--- src/design/http_chunked_body_decoder_assert.svh ---
// assertion macros for the chunked body decoder
// expects clk_i and rst_ni in the scope where the macros are used
`ifndef HTTP_CHUNKED_BODY_DECODER_ASSERT_SVH
`define HTTP_CHUNKED_BODY_DECODER_ASSERT_SVH

// same-cycle implication, checked outside reset
`define HCBD_ASSERT_NOW(label, ante, cons) \
  label: assert property (@(posedge clk_i) disable iff (!rst_ni) (ante) |-> (cons)) \
    else $error("hcbd check failed");

// next-cycle implication, checked outside reset
`define HCBD_ASSERT_NEXT(label, ante, cons) \
  label: assert property (@(posedge clk_i) disable iff (!rst_ni) (ante) |=> (cons)) \
    else $error("hcbd check failed");

`endif

--- src/design/hcbd_pkg.sv ---
// shared types and constants of the chunked body decoder
// no dependencies
`default_nettype none

package hcbd_pkg;

  // width of the chunk size counter
  localparam int unsigned SizeWidth = 32;

  typedef logic [SizeWidth-1:0] size_t;

  // command codes
  localparam logic [1:0] CmdByte  = 2'd0;
  localparam logic [1:0] CmdClose = 2'd1;
  localparam logic [1:0] CmdStart = 2'd2;

  // result kinds
  localparam logic [1:0] KindIdle = 2'd0;
  localparam logic [1:0] KindByte = 2'd1;
  localparam logic [1:0] KindDone = 2'd2;
  localparam logic [1:0] KindErr  = 2'd3;

  // error codes
  localparam logic [2:0] ErrNone          = 3'd0;
  localparam logic [2:0] ErrNoDigits      = 3'd1;
  localparam logic [2:0] ErrOverflow      = 3'd2;
  localparam logic [2:0] ErrClosedSize    = 3'd3;
  localparam logic [2:0] ErrClosedData    = 3'd4;
  localparam logic [2:0] ErrClosedTerm    = 3'd5;
  localparam logic [2:0] ErrClosedTrailer = 3'd6;

  // position within the size field
  localparam logic [1:0] PrefixNone   = 2'd0;
  localparam logic [1:0] PrefixZero   = 2'd1;
  localparam logic [1:0] PrefixX      = 2'd2;
  localparam logic [1:0] PrefixDigits = 2'd3;

  // characters
  localparam logic [7:0] ChCr = 8'h0D;
  localparam logic [7:0] ChLf = 8'h0A;

  // size line parser view of one byte
  typedef struct packed {
    logic [2:0] err;
    logic       line_end;
    logic       digit_seen;
    logic [1:0] prefix_step;
    logic       digits_stopped;
    size_t      count;
  } size_upd_t;

endpackage

`default_nettype wire

--- src/design/hcbd_stream_if.sv ---
// item channels of the chunked body decoder: input bytes and decoded results
// no dependencies
`default_nettype none

interface hcbd_in_if;
  logic       valid;
  logic       ready;
  logic [1:0] command;
  logic [7:0] data_byte;

  modport source (output valid, command, data_byte, input ready);
  modport sink (input valid, command, data_byte, output ready);
endinterface

interface hcbd_out_if;
  logic       valid;
  logic       ready;
  logic [1:0] result_kind;
  logic [7:0] payload_byte;
  logic [2:0] error_code;

  modport source (output valid, result_kind, payload_byte, error_code, input ready);
  modport sink (input valid, result_kind, payload_byte, error_code, output ready);
endinterface

`default_nettype wire

--- src/design/hcbd_size_line.sv ---
// chunk size line parser: one byte against the current size field state
// depends on hcbd_pkg
`default_nettype none

module hcbd_size_line
  import hcbd_pkg::*;
(
  input  logic [7:0] byte_i,
  input  size_t      count_i,
  input  logic       digit_seen_i,
  input  logic [1:0] prefix_step_i,
  input  logic       digits_stopped_i,
  output size_upd_t  upd_o
);

  logic       hex_ok;
  logic [3:0] hex_val;
  logic       is_ws;

  // hex digit decode
  always_comb begin
    hex_ok  = 1'b1;
    hex_val = '0;
    if (byte_i inside {[8'h30:8'h39]}) begin
      hex_val = 4'(byte_i - 8'h30);
    end else if (byte_i inside {[8'h61:8'h66]}) begin
      hex_val = 4'(byte_i - 8'h57);
    end else if (byte_i inside {[8'h41:8'h46]}) begin
      hex_val = 4'(byte_i - 8'h37);
    end else begin
      hex_ok = 1'b0;
    end
  end

  // leading whitespace: space, tab, vertical tab, form feed
  assign is_ws = byte_i inside {8'h20, 8'h09, 8'h0B, 8'h0C};

  // size field state update
  always_comb begin
    upd_o.err            = ErrNone;
    upd_o.line_end       = 1'b0;
    upd_o.digit_seen     = digit_seen_i;
    upd_o.prefix_step    = prefix_step_i;
    upd_o.digits_stopped = digits_stopped_i;
    upd_o.count          = count_i;
    if (byte_i == ChCr) begin
      // carriage return is ignored
    end else if (byte_i == ChLf) begin
      upd_o.line_end = 1'b1;
      if (!digit_seen_i) upd_o.err = ErrNoDigits;
    end else if (digits_stopped_i) begin
      // rest of line, e.g. extensions, is skipped
    end else if (prefix_step_i == PrefixNone && is_ws) begin
      // leading blank
    end else if (prefix_step_i == PrefixNone && byte_i == 8'h30) begin
      upd_o.prefix_step = PrefixZero;
      upd_o.digit_seen  = 1'b1;
    end else if (prefix_step_i == PrefixZero && (byte_i == 8'h78 || byte_i == 8'h58)) begin
      upd_o.prefix_step = PrefixX;
    end else if (!hex_ok) begin
      upd_o.digits_stopped = 1'b1;
    end else begin
      // take one hex digit, unless the top nibble is already in use
      upd_o.prefix_step = PrefixDigits;
      if (count_i[SizeWidth-1 -: 4] != 4'd0) begin
        upd_o.err = ErrOverflow;
      end else begin
        upd_o.count      = {count_i[SizeWidth-5:0], hex_val};
        upd_o.digit_seen = 1'b1;
      end
    end
  end

endmodule

`default_nettype wire

--- src/design/http_chunked_body_decoder.sv ---
// Chunked body decoder: takes one body byte, close or start command per item and
// answers each with exactly one result item (framing, payload byte, done or error).
// An item is taken every cycle; its result appears in the output register in the next
// cycle. The input stalls only while that register holds a result not yet taken.
// Depends on hcbd_pkg, hcbd_stream_if, hcbd_size_line and the assertion macro header.
`default_nettype none

`include "http_chunked_body_decoder_assert.svh"

module http_chunked_body_decoder
  import hcbd_pkg::*;
(
  input  logic             clk_i,
  input  logic             rst_ni,
  hcbd_in_if.sink          in_i,
  hcbd_out_if.source       out_o
);

  typedef enum logic [2:0] {
    PhSize,
    PhData,
    PhTerm,
    PhTrailer,
    PhDone,
    PhError
  } phase_e;

  phase_e     phase_q, phase_d;
  size_t      count_q, count_d;
  logic       digit_seen_q, digit_seen_d;
  logic [1:0] prefix_q, prefix_d;
  logic       stopped_q, stopped_d;
  logic       nonempty_q, nonempty_d;

  logic       out_valid_q;
  logic [1:0] kind_q, kind_d;
  logic [7:0] pay_q, pay_d;
  logic [2:0] err_q, err_d;

  logic       in_acc;
  logic       out_acc;
  size_upd_t  sz;

  // handshakes: the result register frees up when it is taken
  assign in_i.ready = !out_valid_q || out_o.ready;
  assign in_acc     = in_i.valid && in_i.ready;
  assign out_acc    = out_o.valid && out_o.ready;

  hcbd_size_line u_size_line (
    .byte_i           (in_i.data_byte),
    .count_i          (count_q),
    .digit_seen_i     (digit_seen_q),
    .prefix_step_i    (prefix_q),
    .digits_stopped_i (stopped_q),
    .upd_o            (sz)
  );

  // next state and result for the item at the input
  always_comb begin
    phase_d      = phase_q;
    count_d      = count_q;
    digit_seen_d = digit_seen_q;
    prefix_d     = prefix_q;
    stopped_d    = stopped_q;
    nonempty_d   = nonempty_q;
    kind_d       = KindIdle;
    pay_d        = '0;
    err_d        = ErrNone;
    case (in_i.command)
      CmdStart: begin
        phase_d      = PhSize;
        count_d      = '0;
        digit_seen_d = 1'b0;
        prefix_d     = PrefixNone;
        stopped_d    = 1'b0;
        nonempty_d   = 1'b0;
      end
      CmdClose: begin
        case (phase_q)
          PhSize:    err_d = ErrClosedSize;
          PhData:    err_d = ErrClosedData;
          PhTerm:    err_d = ErrClosedTerm;
          PhTrailer: err_d = ErrClosedTrailer;
          default:   err_d = ErrNone;
        endcase
        if (err_d != ErrNone) begin
          kind_d  = KindErr;
          phase_d = PhError;
        end
      end
      CmdByte: begin
        case (phase_q)
          PhSize: begin
            if (sz.err != ErrNone) begin
              kind_d  = KindErr;
              err_d   = sz.err;
              phase_d = PhError;
            end else begin
              count_d      = sz.count;
              digit_seen_d = sz.digit_seen;
              prefix_d     = sz.prefix_step;
              stopped_d    = sz.digits_stopped;
              if (sz.line_end) begin
                if (sz.count == '0) begin
                  phase_d    = PhTrailer;
                  nonempty_d = 1'b0;
                end else begin
                  phase_d = PhData;
                end
              end
            end
          end
          PhData: begin
            kind_d  = KindByte;
            pay_d   = in_i.data_byte;
            count_d = count_q - size_t'(1);
            if (count_q == size_t'(1)) phase_d = PhTerm;
          end
          PhTerm: begin
            // skip up to the line feed after the chunk data
            if (in_i.data_byte == ChLf) begin
              phase_d      = PhSize;
              count_d      = '0;
              digit_seen_d = 1'b0;
              prefix_d     = PrefixNone;
              stopped_d    = 1'b0;
              nonempty_d   = 1'b0;
            end
          end
          PhTrailer: begin
            if (in_i.data_byte == ChCr) begin
              // ignored
            end else if (in_i.data_byte == ChLf) begin
              if (!nonempty_q) begin
                phase_d = PhDone;
                kind_d  = KindDone;
              end
              nonempty_d = 1'b0;
            end else begin
              nonempty_d = 1'b1;
            end
          end
          default: begin
          end
        endcase
      end
      default: begin
      end
    endcase
  end

  // decoder state and output valid
  always_ff @(posedge clk_i or negedge rst_ni) begin
    if (!rst_ni) begin
      phase_q      <= PhSize;
      count_q      <= '0;
      digit_seen_q <= 1'b0;
      prefix_q     <= PrefixNone;
      stopped_q    <= 1'b0;
      nonempty_q   <= 1'b0;
      out_valid_q  <= 1'b0;
    end else begin
      if (in_acc) begin
        phase_q      <= phase_d;
        count_q      <= count_d;
        digit_seen_q <= digit_seen_d;
        prefix_q     <= prefix_d;
        stopped_q    <= stopped_d;
        nonempty_q   <= nonempty_d;
        out_valid_q  <= 1'b1;
      end else if (out_acc) begin
        out_valid_q <= 1'b0;
      end
    end
  end

  // result payload register
  always_ff @(posedge clk_i) begin
    if (in_acc) begin
      kind_q <= kind_d;
      pay_q  <= pay_d;
      err_q  <= err_d;
    end
  end

  assign out_o.valid        = out_valid_q;
  assign out_o.result_kind  = kind_q;
  assign out_o.payload_byte = pay_q;
  assign out_o.error_code   = err_q;

  // checks
  `HCBD_ASSERT_NOW(a_data_count_nonzero, phase_q == PhData, count_q != '0)
  `HCBD_ASSERT_NOW(a_err_iff_kind, out_valid_q, (kind_q == KindErr) == (err_q != ErrNone))
  `HCBD_ASSERT_NOW(a_pay_only_bytes, out_valid_q && kind_q != KindByte, pay_q == 8'd0)
  `HCBD_ASSERT_NEXT(a_done_sticks, in_acc && kind_d == KindDone, phase_q == PhDone)

endmodule

`default_nettype wire

--- src/flat_wrapper.sv ---
// flat-port wrapper written by rule: the top's interface ports become plain ports
module http_chunked_body_decoder_flat import hcbd_pkg::*;
  (clk_i, rst_ni, in_i_valid, in_i_command, in_i_data_byte, in_i_ready, out_o_valid, out_o_result_kind, out_o_payload_byte, out_o_error_code, out_o_ready);
  hcbd_in_if in_i_i ();
  hcbd_out_if out_o_i ();
  input  logic clk_i;
  input  logic rst_ni;
  input wire logic [$bits(in_i_i.valid)-1:0] in_i_valid;
  input wire logic [$bits(in_i_i.command)-1:0] in_i_command;
  input wire logic [$bits(in_i_i.data_byte)-1:0] in_i_data_byte;
  output wire logic [$bits(in_i_i.ready)-1:0] in_i_ready;
  output wire logic [$bits(out_o_i.valid)-1:0] out_o_valid;
  output wire logic [$bits(out_o_i.result_kind)-1:0] out_o_result_kind;
  output wire logic [$bits(out_o_i.payload_byte)-1:0] out_o_payload_byte;
  output wire logic [$bits(out_o_i.error_code)-1:0] out_o_error_code;
  input wire logic [$bits(out_o_i.ready)-1:0] out_o_ready;
  assign in_i_i.valid = in_i_valid;
  assign in_i_i.command = in_i_command;
  assign in_i_i.data_byte = in_i_data_byte;
  assign in_i_ready = in_i_i.ready;
  assign out_o_valid = out_o_i.valid;
  assign out_o_result_kind = out_o_i.result_kind;
  assign out_o_payload_byte = out_o_i.payload_byte;
  assign out_o_error_code = out_o_i.error_code;
  assign out_o_i.ready = out_o_ready;
  http_chunked_body_decoder u_core (.clk_i(clk_i), .rst_ni(rst_ni), .in_i(in_i_i), .out_o(out_o_i));
endmodule
--- config.mk ---
export PLATFORM = sky130hd
export DESIGN_NAME = http_chunked_body_decoder_flat
export DESIGN_NICKNAME = d
export VERILOG_FILES = /design/src/design/hcbd_pkg.sv /design/src/design/hcbd_stream_if.sv /design/src/design/hcbd_size_line.sv /design/src/design/http_chunked_body_decoder.sv /design/src/flat_wrapper.sv
export VERILOG_INCLUDE_DIRS = /design/src /design/src/design
export SDC_FILE = /design/constraint.sdc
export NUM_CORES = 1
export LEC_CHECK = 0
export BUFFER_PORTS_ARGS = -buffer_cell sky130_fd_sc_hd__buf_4
export CORE_UTILIZATION = 50
export CTS_CLUSTER_DIAMETER = 100
export DETAILED_ROUTE_END_ITERATION = 12
export PLACE_DENSITY_LB_ADDON = 0.1
export SETUP_SLACK_MARGIN = 0.2
export SYNTH_ARGS = -nofsm -noshare
export SYNTH_HDL_FRONTEND = slang
export SYNTH_SLANG_ARGS = --single-unit
--- constraint.sdc ---
create_clock -name clk_i -period 2.2 [get_ports clk_i]
set_clock_uncertainty 0.05 [all_clocks]
set_input_delay 0.22 -clock clk_i [delete_from_list [all_inputs] [get_ports clk_i]]
set_output_delay 0.22 -clock clk_i [all_outputs]
set_load 0.005 [all_outputs]
# Word-level counts from Yosys, hierarchy flattened
# Index checks and enable logic that the tools add are counted.
[totals] register_bits=54 wordCells=163
[classes] n_addsub=4 order_cmp=6 eq_ne=38 n_mux=76 n_reduce_logical=29
[op_table] cell="$mux 32" count=4
[op_table] cell="$mux 36" count=3
[op_table] cell="$pmux 32 s3" count=1
[op_table] cell="$mux 33" count=2
[op_table] cell="$pmux 32 s2" count=1
[op_table] cell="$mux 3" count=19
[op_table] cell="$eq 8x4->1 const B" count=5
[op_table] cell="$mux 40" count=1
[op_table] cell="$eq 32x1->1 const B" count=1
[op_table] cell="$logic_not 32->1" count=1
[op_table] cell="$sub 32x1->32 const B" count=1
[op_table] cell="$ne 3x3->1 const B" count=8
[op_table] cell="$pmux 3 s4" count=2
[op_table] cell="$mux 2" count=10
[op_table] cell="$reduce_and 10->1" count=2
[op_table] cell="$mux 1" count=18
[op_table] cell="$eq 8x6->1 const B" count=2
[op_table] cell="$eq 8x7->1 const B" count=2
[op_table] cell="$ge 8x7->1 const B" count=2
[op_table] cell="$le 8x7->1 const B" count=2
[op_table] cell="$ne 4x4->1 const B" count=4
[op_table] cell="$ne 3x2->1 const B" count=5
[op_table] cell="$mux 4" count=3
[op_table] cell="$pmux 2 s2" count=3
[op_table] cell="other kinds (31)" count=51

# Longest topological paths before layout
# Gate-level depths: netlist of the first run.
[logic_depth] depth_word=19 depth_mapped=10 depth_no_buf=9

# By module
# Synthesis of the first run repeated with hierarchy kept, for this count alone.
[hier_totals] hier_cells=468 area_unflattened_um2=4312.9
[by_module_without_submodules] mod="http_chunked_body_decoder" instances=1 cells_each=375 area_per_inst_um2=3400.8 seq_area_each_um2=1416.4
[by_module_without_submodules] mod="hcbd_size_line" instances=1 cells_each=93 area_per_inst_um2=912.1 seq_area_each_um2=0.0

# Worst setup path before layout of the first run
# Ideal clock, no wire load.
[synth_timing] path_kind="input to register" start="in in_i_data_byte[0]" end="reg u_core.count_q[22]" setup_ns=0.129 t_arrival_ns=2.062 t_required_ns=2.021 slack_ns=-0.041 path_stages=10 path_cell_list="inv_1 > ha_1 > nor3b_1 > nand2_2 > a311oi_4 > nand4b_1 > a2bb2oi_2 > buf_6 > o31ai_1 > o21ai_1"
[synth_between] elab_chain_len=15 elab_cells_between_ends=46 cone_classes="order compare (6); eq/ne (11); mux (19); reduce/logical (10)"
[synth_rtl] item="start, declared" line="flat_wrapper.sv:10" rtl="input wire logic [$bits(in_i_i.data_byte)-1:0] in_i_data_byte;"
[synth_rtl] item="$ge 8x7->1 or $le 8x7->1 (tied branches)" line="hcbd_size_line.sv:28" rtl="end else if (byte_i inside {[8'h41:8'h46]}) begin"
[synth_rtl] item="$logic_and 1x1->1" line="hcbd_size_line.sv:28"
[synth_rtl] item="$mux 1" line="hcbd_size_line.sv:28"
[synth_rtl] item="$mux 1" line="hcbd_size_line.sv:26" rtl="end else if (byte_i inside {[8'h61:8'h66]}) begin"
[synth_rtl] item="$mux 1" line="hcbd_size_line.sv:24" rtl="if (byte_i inside {[8'h30:8'h39]}) begin"
[synth_rtl] item="$mux 32 or $mux 3 (tied branches)" line="hcbd_size_line.sv:60" rtl="end else if (!hex_ok) begin"
[synth_rtl] item="$mux 33 or $mux 3 (tied branches)" line="hcbd_size_line.sv:58" rtl="end else if (prefix_step_i == PrefixZero && (byte_i == 8'h78 || byte_i == 8'h58)) begin"
[synth_rtl] item="$mux 33 or $mux 3 (tied branches)" line="hcbd_size_line.sv:55" rtl="end else if (prefix_step_i == PrefixNone && byte_i == 8'h30) begin"
[synth_rtl] item="$mux 36 or $mux 3 (tied branches)" line="hcbd_size_line.sv:53" rtl="end else if (prefix_step_i == PrefixNone && is_ws) begin"
[synth_rtl] item="$mux 36 or $mux 3 (tied branches)" line="hcbd_size_line.sv:51" rtl="end else if (digits_stopped_i) begin"
[synth_rtl] item="$mux 36 or $mux 3 (tied branches)" line="hcbd_size_line.sv:48" rtl="end else if (byte_i == ChLf) begin"
[synth_rtl] item="$mux 40" line="hcbd_size_line.sv:46" rtl="if (byte_i == ChCr) begin"
[synth_rtl] item="$mux 32 or $reduce_bool 3->1 (tied branches)" line="http_chunked_body_decoder.sv:94" rtl="if (sz.err != ErrNone) begin"
[synth_rtl] item="$pmux 32 s3 or $ne 3x3->1 (tied branches)"
[synth_rtl] item="$pmux 32 s2 or $reduce_and 5->1 (tied branches)"
[synth_rtl] item="end signal, assigned" line="http_chunked_body_decoder.sv:165" rtl="count_q <= count_d;"
[synth_rtl] item="end, declared" line="http_chunked_body_decoder.sv:29" rtl="size_t count_q, count_d;"
# Several ways; a longest one is shown, not always the timed one. The select of a mux whose other input is x is not followed.
# A chain may end at the register's enable or synchronous reset.

# Worst setup path after layout of the first run
[layout_timing] start="reg u_core.count_q[0]" end="reg u_core.count_q[19]"
[layout_between] elab_chain_len=3
[layout_rtl] item="$sub 32x1->32" line="http_chunked_body_decoder.sv:116" rtl="count_d = count_q - size_t'(1);"
[layout_rtl] item="$pmux 32 s3" line="http_chunked_body_decoder.sv:92" rtl="case (phase_q)"
[layout_rtl] item="$pmux 32 s2" line="http_chunked_body_decoder.sv:69" rtl="case (in_i.command)"
# Every way passes these cells.

==> impl_results.md, run 1 <==
- Clk sinks: 54
- Nets: 610
- Total grt overflow: 0
- CTS H-Tree Depth: 2
- Row count: 31
- Routability cong.: 0.9146
- Count of cell types in the netlist: 73
- EDFF count, synth: 13
- TritonCTS clock tree: yes
- Syn Nets: 473
- Synth Cell Area: 3831 sq um
- DRC errors left: 0
- Final worst slack: -109.0 ps
- Avg Inst Size Synth: 8.476 sq um
- Rel. slew slack: 63.11%
- Root Driver: clkbuf_8
- Filler instances: 429
- Initial antenna violation count: 0
- Required @ worst endpoint: 2360 ps
- Fin Setup TNS: -1337 ps
- Die height: 89.54 microns
- RSZ-0062 raised after global routing: true
- Share of cells above drive strength 1: 47.29%
- Max stage delay on crit path: 550 ps
- DR iter-0 viols: 639
- Total CTS buffers: 5
- Final Slew Violations: 0
- Number of routed nets with antenna violations: 0
- CP startpoint: u_core.count_q[0]$_DFFE_PN0P_
- DP HPWL: 8574 microns
- Ant diodes: 0
- Worst Hold Class: in2reg
- Vias in the first global route: 4164
- Violated checks: negative setup slack
- Area growth syn-to-layout: 53.40%
- Hold_ws: 45.76 ps
- Startpoint Class: flip-flop
- DR WL/cell: 21.83 microns
- Drt pass-1 iters: 5
- Core area: 7331 sq um
- Flops & latches, synth: 54
- Setup CP Type: reg2reg
- Slowest cell on crit path: or4_4
- Top post-synthesis cells by count: o21ai_1, nor2_1, dfrtp_1
- Critical Path AT: 2470 ps
- Async set-reset flop share out of synthesis: 75.93%
- Area of the multi-input gates: 2829 sq um
- Most frequent cell after synthesis: o21ai_1
- Die Area: 8017 sq um
- Final wirelength: 15040 microns
- Dominant synthesized flop cell: dfrtp_1
- Placed cell area: 4918 sq um
- Max VDD drop: 0.7394 mV
- Peak Freq: 0.4331 GHz
- Syn Inst Count: 452
- Pre-CTS WS: -354.8 ps
- Leakage: 2.457 nW
- Post-layout min period: 2309 ps
- Port bufs: 28
- Global-route wire length before repair: 21270 microns
- Die width: 89.54 microns
- Vias: 4700
- Finished Cell Area: 5877 sq um
- Worst-path maximum fanout: 4
- Worst-Skew Late Latency: 320 ps
- Endpoints failing setup: 31
- Worst-path clk slew: 100 ps
- DR vias/cell: 6.821
- Largest cells by area after synthesis: dfrtp_1, edfxtp_1, o21ai_1
- Share of the synthesized area in the top cell type: 26.78%
- Hold Fails Final Rpt: 0
- Clk buf depth: 2
- Area leader, netlist: dfrtp_1
- Register area: 1418 sq um
- Ys Warns: 0
- Pwr dens: 1203 nW/um^2
- Starting Density: 52.26%
- Worst Hold Launch: in_i_valid
- Pin count of the biggest net entering global routing: 42
- Maxcap violations: 0
- GRT Util Overall: 35.42%
- RR Startpoint: u_core.count_q[0]$_DFFE_PN0P_
- Worst-Margin Slew: 553.4 ps
- Crit-path cells: buf_6 > or4_4 > nor2_4 > nand3_1 > o41ai_2 > a21oi_1 > o21ai_1 > o21ai_2
- Top Ports: 29
- Crit share post-route: 105.0%
- Worst Setup End Kind: flip-flop
- Status: finished with violations
- Seq/Total Area, Yosys: 36.97%
kinds of logic after synthesis:
| kind of cell | after synthesis | synth area share [%] |
|---|---|---|
| buffers and inverters | 37 | 4.278 |
| AO/OA/AOI/OAI | 168 | 28.67 |
| multiplexers | 14 | 3.886 |
| adder cells (fa/ha/maj) | 7 | 2.286 |
| AND/OR/NAND/NOR | 168 | 22.99 |
| XOR/XNOR | 4 | 0.9146 |
| flip-flops | 54 | 36.97 |
final timing paths:
check | to | slack [ps] | cells past startpoint
worst max-delay path | u_core.count_q[19]$_DFFE_PN0P_ | -110 | 8
worst min-delay path | u_core.out_o.valid$_DFFE_PN0P_ | 50 | 2
worst max register to register | u_core.count_q[19]$_DFFE_PN0P_ | -110 | 8
worst min register to register | u_core.nonempty_q$_DFFE_PN0P_ | 490 | 1
max in group asynchronous | u_core.prefix_q[0]$_DFFE_PN0P_ | 1350 | 2
min in group asynchronous | u_core.out_o.valid$_DFFE_PN0P_ | 350 | 2
power by group:
group | internal [W] | switching [W] | total, W | leakage [nW]
Combinational | 0.00216 | 0.00287 | 0.00502 | 1.72
Sequential | 0.00120 | 0.000166 | 0.00137 | 0.681
Clock | 0.000326 | 0.000349 | 0.000676 | 0.0566
per-stage QoR:
step / power, W / instances / util [%]
floorplan: 0.003518 / 452 / -
global placement: 0.004919 / 651 / 67.09
detailed placement: 0.004960 / 651 / 67.09
CTS: 0.006269 / 682 / 77.35
global route: 0.007321 / 689 / 80.17
finish: 0.007069 / 689 / 80.17
critical path: cells and delay by family (launching register included):
| kind | cells | cell delay, ps |
|---|---|---|
| AO/OA/AOI/OAI | 4 | 680 |
| buffers and inverters | 1 | 140 |
| flip-flops | 1 | 420 |
| AND/OR/NAND/NOR | 3 | 910 |
placed cells by master (no fill, tap or decap), drive strengths merged, types with 4 or more instances in the layout:
| cell type | instances |
|---|---|
| a2bb2oi | 4 |
| nor2b | 4 |
| nor4 | 8 |
| o2bb2ai | 4 |
| o21ai | 65 |
| edfxtp | 13 |
| nor3 | 22 |
| nand2 | 25 |
| nor2 | 51 |
| clkbuf | 8 |
| a221oi | 6 |
| dfrtp | 41 |
| or2 | 8 |
| buf | 155 |
| and3 | 8 |
| a31oi | 7 |
| a21oi | 36 |
| nand3 | 9 |
| mux2i | 7 |
| o21a | 4 |
| o31ai | 5 |
| nand2b | 8 |
| ha | 7 |
| or3 | 4 |
| mux2 | 7 |
| inv | 9 |
| a22oi | 6 |
registers in the layout, indices dropped and copies added, names as in the netlist:
name,count
u_core.nonempty_q,1
u_core.out_o.error_code,3
u_core.phase_q,3
u_core.stopped_q,1
u_core.out_o.result_kind,2
u_core.out_o.payload_byte,8
u_core.out_o.valid,1
u_core.prefix_q,2
u_core.digit_seen_q,1
u_core.count_q,32
timing repair:
item / in CTS / in global routing
gates cloned: 4 / 0
pin swaps: 36 / 25
endpoints found under the hold margin: 41 / 0
hold buffers: 1 / 0
gates resized for setup: 90 / 38
setup endpoints to repair: 43 / 43
setup buffers: 18 / 7
per-layer routing:
metal  track usage (%)  up-vias  share of wire [%]
met1             48.08     2193                 39
met4             16.16        0                5.6
met3             7.664      118                 11
met5                 0        -                  0
met2             53.99      408                 45
li1                  -     1981                  -
cell type report:
| cell class | instances | share of cell area, % |
|---|---|---|
| well taps | 99 | 2.108 |
| flip-flops and latches | 54 | 24.12 |
| inverters | 10 | 0.7026 |
| multi-input cells | 362 | 48.14 |
| clock buffers | 8 | 1.895 |
| repair buffers | 156 | 23.04 |
Power figures use the tool's default switching activity.
==> inputs of run 2 (changes only) <==
--- a/config.mk
+++ b/config.mk
@@ -14,4 +14,5 @@
 export SETUP_SLACK_MARGIN = 0.2
 export SYNTH_ARGS = -nofsm -noshare
 export SYNTH_HDL_FRONTEND = slang
+export SYNTH_HIERARCHICAL = 1
 export SYNTH_SLANG_ARGS = --single-unit
==> constraint.sdc (replaced) <==
create_clock -name clk_i -period 2.01 [get_ports clk_i]
set_clock_uncertainty 0.05 [all_clocks]
set_input_delay 0.201 -clock clk_i [delete_from_list [all_inputs] [get_ports clk_i]]
set_output_delay 0.201 -clock clk_i [all_outputs]
set_load 0.005 [all_outputs]
==> run 2 against run 1 <==
Net effect: the flow still finishes with violations (negative setup slack); non-clock buffer count grew 28; maximum frequency down 26%; via count grew 5.9%; critical path depth increased by 2; clock power up 11%; setup slack got worse by 1000 ps; global-route usage decreased by 0.26 points; combinational power increased by 41%; sequential cell count unchanged; highest routed layer unchanged.
==> impl_results.md, run 2 <==
- Reg-to-Reg End: u_core/nonempty_q$_DFFE_PN0P_
- Syn Inst Count: 468
- Share of cells above drive strength 1: 47.87%
- Leakage: 2.906 nW
- Final Slew Violations: 0
- Most frequent cell after synthesis: dfrtp_1
- Top Ports: 29
- Avg Inst Size Synth: 9.216 sq um
- Async set-reset flop share out of synthesis: 75.93%
- RSZ-0062 raised after global routing: true
- Top post-synthesis cells by count: dfrtp_1, o21ai_0, nand2_1
- Violated checks: negative setup slack
- Startpoint Class: flip-flop
- Seq/Total Area, Yosys: 32.84%
- Number of routed nets with antenna violations: 0
- Status: finished with violations
- Total grt overflow: 0
- Flops & latches, synth: 54
- Worst-Skew Late Latency: 310 ps
- Ant diodes: 0
- Share of the synthesized area in the top cell type: 23.79%
- Row count: 33
- Starting Density: 51.97%
- RR Startpoint: u_core/count_q[28]$_DFFE_PN0P_
- CTS H-Tree Depth: 2
- Vias: 4979
- Slowest cell on crit path: dfrtp_1
- Dominant synthesized flop cell: dfrtp_1
- Final worst slack: -1119 ps
- Clk buf depth: 2
- CP startpoint: u_core/count_q[28]$_DFFE_PN0P_
- Clk sinks: 54
- Util after Layout: 77.55%
- Pin count of the biggest net entering global routing: 42
- Die width: 94.88 microns
- Max stage delay on crit path: 430 ps
- Syn Nets: 489
- DR WL/cell: 21.83 microns
- Post-layout min period: 3129 ps
- Area leader, netlist: dfrtp_1
- Critical Path Stages: 10
- Area growth syn-to-layout: 49.23%
- Crit-path cells: nor4_4 > buf_4 > nand3_4 > buf_16 > mux2_4 > nor4_4 > nand4_1 > o311ai_2 > nand3b_1 > mux2_2
- Worst Hold Class: in2reg
- Peak Freq: 0.3196 GHz
- Port bufs: 28
- Max VDD drop: 0.9048 mV
- DR vias/cell: 6.747
- Nets: 653
- Count of cell types in the netlist: 81
- Crit share post-route: 155.7%
- EDFF count, synth: 13
- Worst-path maximum fanout: 6
- Vias in the first global route: 4839
- Die Area: 9001 sq um
- CP Buf/Inv Count: 2
- GRT Util Overall: 35.16%
- Delay-heaviest family, CP: simple AND/OR/NAND/NOR gates
- Largest cells by area after synthesis: dfrtp_1, edfxtp_1, mux2_4
- Drt pass-1 iters: 6
- Routability cong.: 1.007
- Worst Setup End Kind: flip-flop
- Root Driver: clkbuf_8
- Number of flip-flops in the largest register: 32
- DR iter-0 viols: 587
- Hold Fails Final Rpt: 0
- Core area: 8299 sq um
- CP most frequent cell: nor4_4
- Final wirelength: 16110 microns
- Endpoints failing setup: 43
- DP HPWL: 10190 microns
- Most common cell after layout, fill and taps aside: buf_4
- Reg2Reg Depth: 10
- Initial antenna violation count: 0
- Critical Path AT: 3280 ps
- TritonCTS clock tree: yes
- Total CTS buffers: 5
- Worst-path clk slew: 100 ps
- R2R Setup Slk: -1120 ps
- Pwr dens: 1486 nW/um^2
- Crit path to: u_core/nonempty_q$_DFFE_PN0P_
- Ys Warns: 6
- Rel. slew slack: 61.70%
- Synth Cell Area: 4313 sq um
- Worst-Margin Slew: 574.5 ps
- Largest register by flop count: u_core/count_q
- Pre-CTS WS: -1449 ps
- Global-route wire length before repair: 24430 microns
- Most frequent cells in the layout: buf_4, dfrtp_1, nor2_1, mux2_4, nand2_1
- Setup CP Type: reg2reg
- DRC errors left: 0
- Die height: 94.88 microns
- Required @ worst endpoint: 2160 ps
- Maxcap violations: 0
-- run 2: kinds of logic after synthesis --
kind of cell / after synthesis / share of synthesized area [%]
buf+inv: 44 / 4.845
mux: 33 / 10.30
xor+xnor: 8 / 1.625
fa+ha+maj: 7 / 2.031
simple gates: 183 / 25.21
flops: 54 / 32.84
compound gates: 138 / 23.06
other cells: 1 / 0.08695
-- run 2: timing repair --
| action | CTS | global route |
|---|---|---|
| setup endpoints to repair | 43 | 44 |
| gates resized for setup | 68 | 46 |
| hold buffers | 1 | 0 |
| pin swaps | 28 | 23 |
| endpoints found under the hold margin | 41 | 0 |
| buffers inserted | 11 | 6 |
| gates cloned | 3 | 1 |
-- run 2: final cells by class --
class,count,area (sq um)
multi-input cells,371,3177
fillers,530,1863
repair buffers,184,1541
flip-flops and latches,54,1420
well taps,105,131.4
clock buffers,7,76.32
inverters,16,60.06
clock inverters,1,30.03
-- run 2: how the worst min path moves through the flow --
stage / from / to / slack (ps) / cells after the start
after floorplan: rst_ni / u_core/count_q[0]$_DFFE_PN0P_ / -140 / 0
after global placement: rst_ni / u_core/count_q[3]$_DFFE_PN0P_ / 180 / 1
after detailed placement: rst_ni / u_core/count_q[3]$_DFFE_PN0P_ / 180 / 1
after CTS: in_i_valid / u_core/out_o.valid$_DFFE_PN0P_ / 50 / 2
after global routing: in_i_valid / u_core/out_o.valid$_DFFE_PN0P_ / 60 / 2
final: in_i_valid / u_core/out_o.valid$_DFFE_PN0P_ / 50 / 2
-- run 2: report_power, final --
group	total (W)	internal (W)	switching, W
clock	0.000747	0.000374	0.000373
sequential	0.00172	0.00138	0.000339
combinational	0.00710	0.00330	0.00380
total	0.00956	0.00505	0.00451
-- run 2: through the flow --
| step | TNS, ps | total power, W | instances | hold slack (ps) | area (sq um) |
|---|---|---|---|---|---|
| finish | -38850 | 0.009562 | 738 | 51.55 | 6436 |
| global route | -42300 | 0.01003 | 738 | 56.05 | 6436 |
| detailed placement | -50520 | 0.007382 | 708 | 180.6 | 5597 |
| CTS | -36530 | 0.008718 | 731 | 49.74 | 6116 |
| floorplan | -30570 | 0.004966 | 468 | -144.6 | 4353 |
| global placement | -47120 | 0.007290 | 708 | 178.6 | 5597 |
-- run 2: metal layers --
layer	global-route usage (%)	vias up	part of all wire [%]	wire (microns)
met4	14.65	0	3.8	610
met1	47.12	2429	41	6622
li1	-	2143	-	-
met2	55.88	330	46	7347
met3	5.958	77	9.5	1525
met5	0	-	0	0
==> inputs of run 3 (changes only) <==
--- a/config.mk
+++ b/config.mk
@@ -7,11 +7,11 @@
 export NUM_CORES = 1
 export LEC_CHECK = 0
 export BUFFER_PORTS_ARGS = -buffer_cell sky130_fd_sc_hd__buf_4
-export CORE_UTILIZATION = 50
+export CORE_UTILIZATION = 45
 export CTS_CLUSTER_DIAMETER = 100
 export DETAILED_ROUTE_END_ITERATION = 12
 export PLACE_DENSITY_LB_ADDON = 0.1
-export SETUP_SLACK_MARGIN = 0.2
+export SETUP_SLACK_MARGIN = 0.02
 export SYNTH_ARGS = -nofsm -noshare
 export SYNTH_HDL_FRONTEND = slang
 export SYNTH_HIERARCHICAL = 1
==> run 3 against run 2 <==
Net effect: sequential power decreased by 3%; count of clock-buffer cells in the layout decreased by 2; the flow still finishes with violations (negative setup slack); final area increased by 2.4%; sequential share of layout area decreased by 0.56 points; largest power group unchanged; setup slack improved by 81 ps; hold slack got worse by 3.0 ps; core utilization decreased by 6.6 points; die area increased by 11%; maximum frequency increased by 2.7%; cell count increased by 4.3%; largest cell class unchanged.
==> impl_results.md, run 3 (same netlist as run 2, synthesis figures left out) <==
- DR vias/cell: 6.042
- GR peak layer: met2
- Post-layout min period: 3048 ps
- Routability cong.: 0.9257
- Net Sw Frac: 45.97%
- Startpoint Class: flip-flop
- Status: finished with violations
- Vias in the first global route: 4714
- Most frequent cells in the layout: buf_4, dfrtp_1, nor2_1, mux2_4, nand2_1
- Rel. slew slack: 63.59%
- Delay-heaviest family, CP: simple AND/OR/NAND/NOR gates
- Worst-Margin Slew: 546.1 ps
- Max stage delay on crit path: 440 ps
- Hold-critical path endpoint: u_core/out_o.valid$_DFFE_PN0P_
- Final Slew Violations: 0
- Reg2Reg Depth: 12
- Fin cells: 770
- Placed Cells: 739
- Comb pwr share: 74.3%
- GRT Util Overall: 31.25%
- RR Startpoint: u_core/prefix_q[1]$_DFFE_PN0P_
- DR WL/cell: 19.73 microns
- Top Ports: 29
- CTS H-Tree Depth: 2
- Endpoints failing setup: 42
- Clk sinks: 54
- Clk pwr share: 8.1%
- Peak Freq: 0.3281 GHz
- Largest register by flop count: u_core/count_q
- Clk buf depth: 2
- Global-route wire length before repair: 24060 microns
- Ant diodes: 0
- Final wirelength: 15190 microns
- Root Driver: clkbuf_8
- Vias: 4652
- Required @ worst endpoint: 2180 ps
- Number of routed nets with antenna violations: 0
- Pre-CTS WS: -1468 ps
- Die height: 99.90 microns
- Maxcap violations: 0
- Worst-Skew Late Latency: 320 ps
- Die width: 99.90 microns
- Drt pass-1 iters: 7
- Grt met1 use: 37.91%
- Internal power: 0.005114 W
- Placed cell area: 5679 sq um
- Max VDD drop: 1.251 mV
- Port bufs: 28
- Number of flip-flops in the largest register: 32
- CP startpoint: u_core/prefix_q[1]$_DFFE_PN0P_
- Worst-path maximum fanout: 5
- DRC errors left: 0
- Final worst slack: -1038 ps
- Fin Setup TNS: -35100 ps
- Violated checks: negative setup slack
- Util after Layout: 70.96%
- Finished Cell Area: 6588 sq um
- Starting Density: 46.46%
- Worst-path clk slew: 110 ps
- Sequential power share: 17.6%
- Core area: 9284 sq um
- Hold-critical path depth: 2
- Most common cell after layout, fill and taps aside: buf_4
- Pwr dens: 1437 nW/um^2
- Critical Path AT: 3210 ps
- Leakage: 2.968 nW
- Total grt overflow: 0
- Crit-path cells: nor4_1 > buf_4 > a32oi_4 > nand3_4 > buf_12 > buf_16 > mux2_4 > nor4_4 > nand4_1 > o311ai_2 > nand3b_1 > mux2_2
- Worst Setup End Kind: flip-flop
- Die Area: 9980 sq um
- Worst Hold Class: in2reg
- Hold Fails Final Rpt: 0
- Row count: 35
- Worst Hold Launch: in_i_valid
- Sw Pwr: 0.004351 W
- Total CTS buffers: 5
- Reg-to-Reg End: u_core/nonempty_q$_DFFE_PN0P_
- Slowest cell on crit path: dfrtp_1
- DR iter-0 viols: 373
- Area growth syn-to-layout: 52.74%
- RSZ-0062 raised after global routing: true
- Crit share post-route: 151.6%
- Pin count of the biggest net entering global routing: 42
- Nets: 661
- Met3 GRT Util: 4.387%
- Grt met2 use: 54.22%
- CP Buf/Inv Count: 3
- Share of cells above drive strength 1: 48.21%
- Initial antenna violation count: 0
- DP HPWL: 10360 microns
- Setup CP Type: reg2reg
- Filler instances: 684
- TritonCTS clock tree: yes
- R2R Setup Slk: -1040 ps
-- run 3: changes by cell type in the layout (fill, tap and decap cells not counted), sizes merged --
cell / previous run / this run
clkinvlp: 0 / 2
clkbuf: 8 / 5
buf: 182 / 192
nand3: 14 / 13
-- run 3: repair_timing --
item                       in CTS  in global routing
buffers inserted               18                  3
hold endpoints to repair       41                  0
cloned                          5                  0
resized for setup             102                 26
setup endpoints to repair      43                 43
hold buffers                    1                  0
pin swaps                      50                 12
-- run 3: layout make-up --
class                           instances  area (sq um)  share of cell area, %
Tap cell                              129         161.4                  2.450
Multi-Input combinational cell        370          3178                  48.24
Sequential cell                        54          1416                  21.50
Clock buffer                            5         68.82                  1.045
Timing Repair Buffer                  193          1658                  25.17
Inverter                               16         60.06                 0.9117
Clock inverter                          3         45.04                 0.6838
-- run 3: how the worst max path moves through the flow --
stage | slack (ps) | to | cells after the start
floorplan | -1050 | u_core/nonempty_q$_DFFE_PN0P_ | 12
global placement | -1400 | u_core/nonempty_q$_DFFE_PN0P_ | 14
detailed placement | -1470 | u_core/nonempty_q$_DFFE_PN0P_ | 14
CTS | -980 | u_core/nonempty_q$_DFFE_PN0P_ | 12
global route | -1120 | u_core/nonempty_q$_DFFE_PN0P_ | 12
finish | -1040 | u_core/nonempty_q$_DFFE_PN0P_ | 12
-- run 3: per-layer routing --
metal,vias to the layer above,wire length (microns)
met5,-,0
met4,0,535
met3,37,836
met2,197,7558
met1,2259,6260
li1,2159,-
-- run 3: power groups by stage --
stage	logic, W	registers, W	clock network [W]
after detailed placement	0.00595	0.00166	0
after CTS	0.00665	0.00165	0.000777
after floorplan	0.00330	0.00166	0
after global placement	0.00591	0.00166	0
final	0.00703	0.00167	0.000765
after global routing	0.00749	0.00169	0.000820
-- run 3: metrics by stage --
step / hold WS, ps / power [W]
floorplan: -144.6 / 0.004960
global placement: 170.0 / 0.007566
detailed placement: 175.0 / 0.007613
CTS: 43.05 / 0.009078
global route: 45.66 / 0.01000
finish: 48.59 / 0.009465
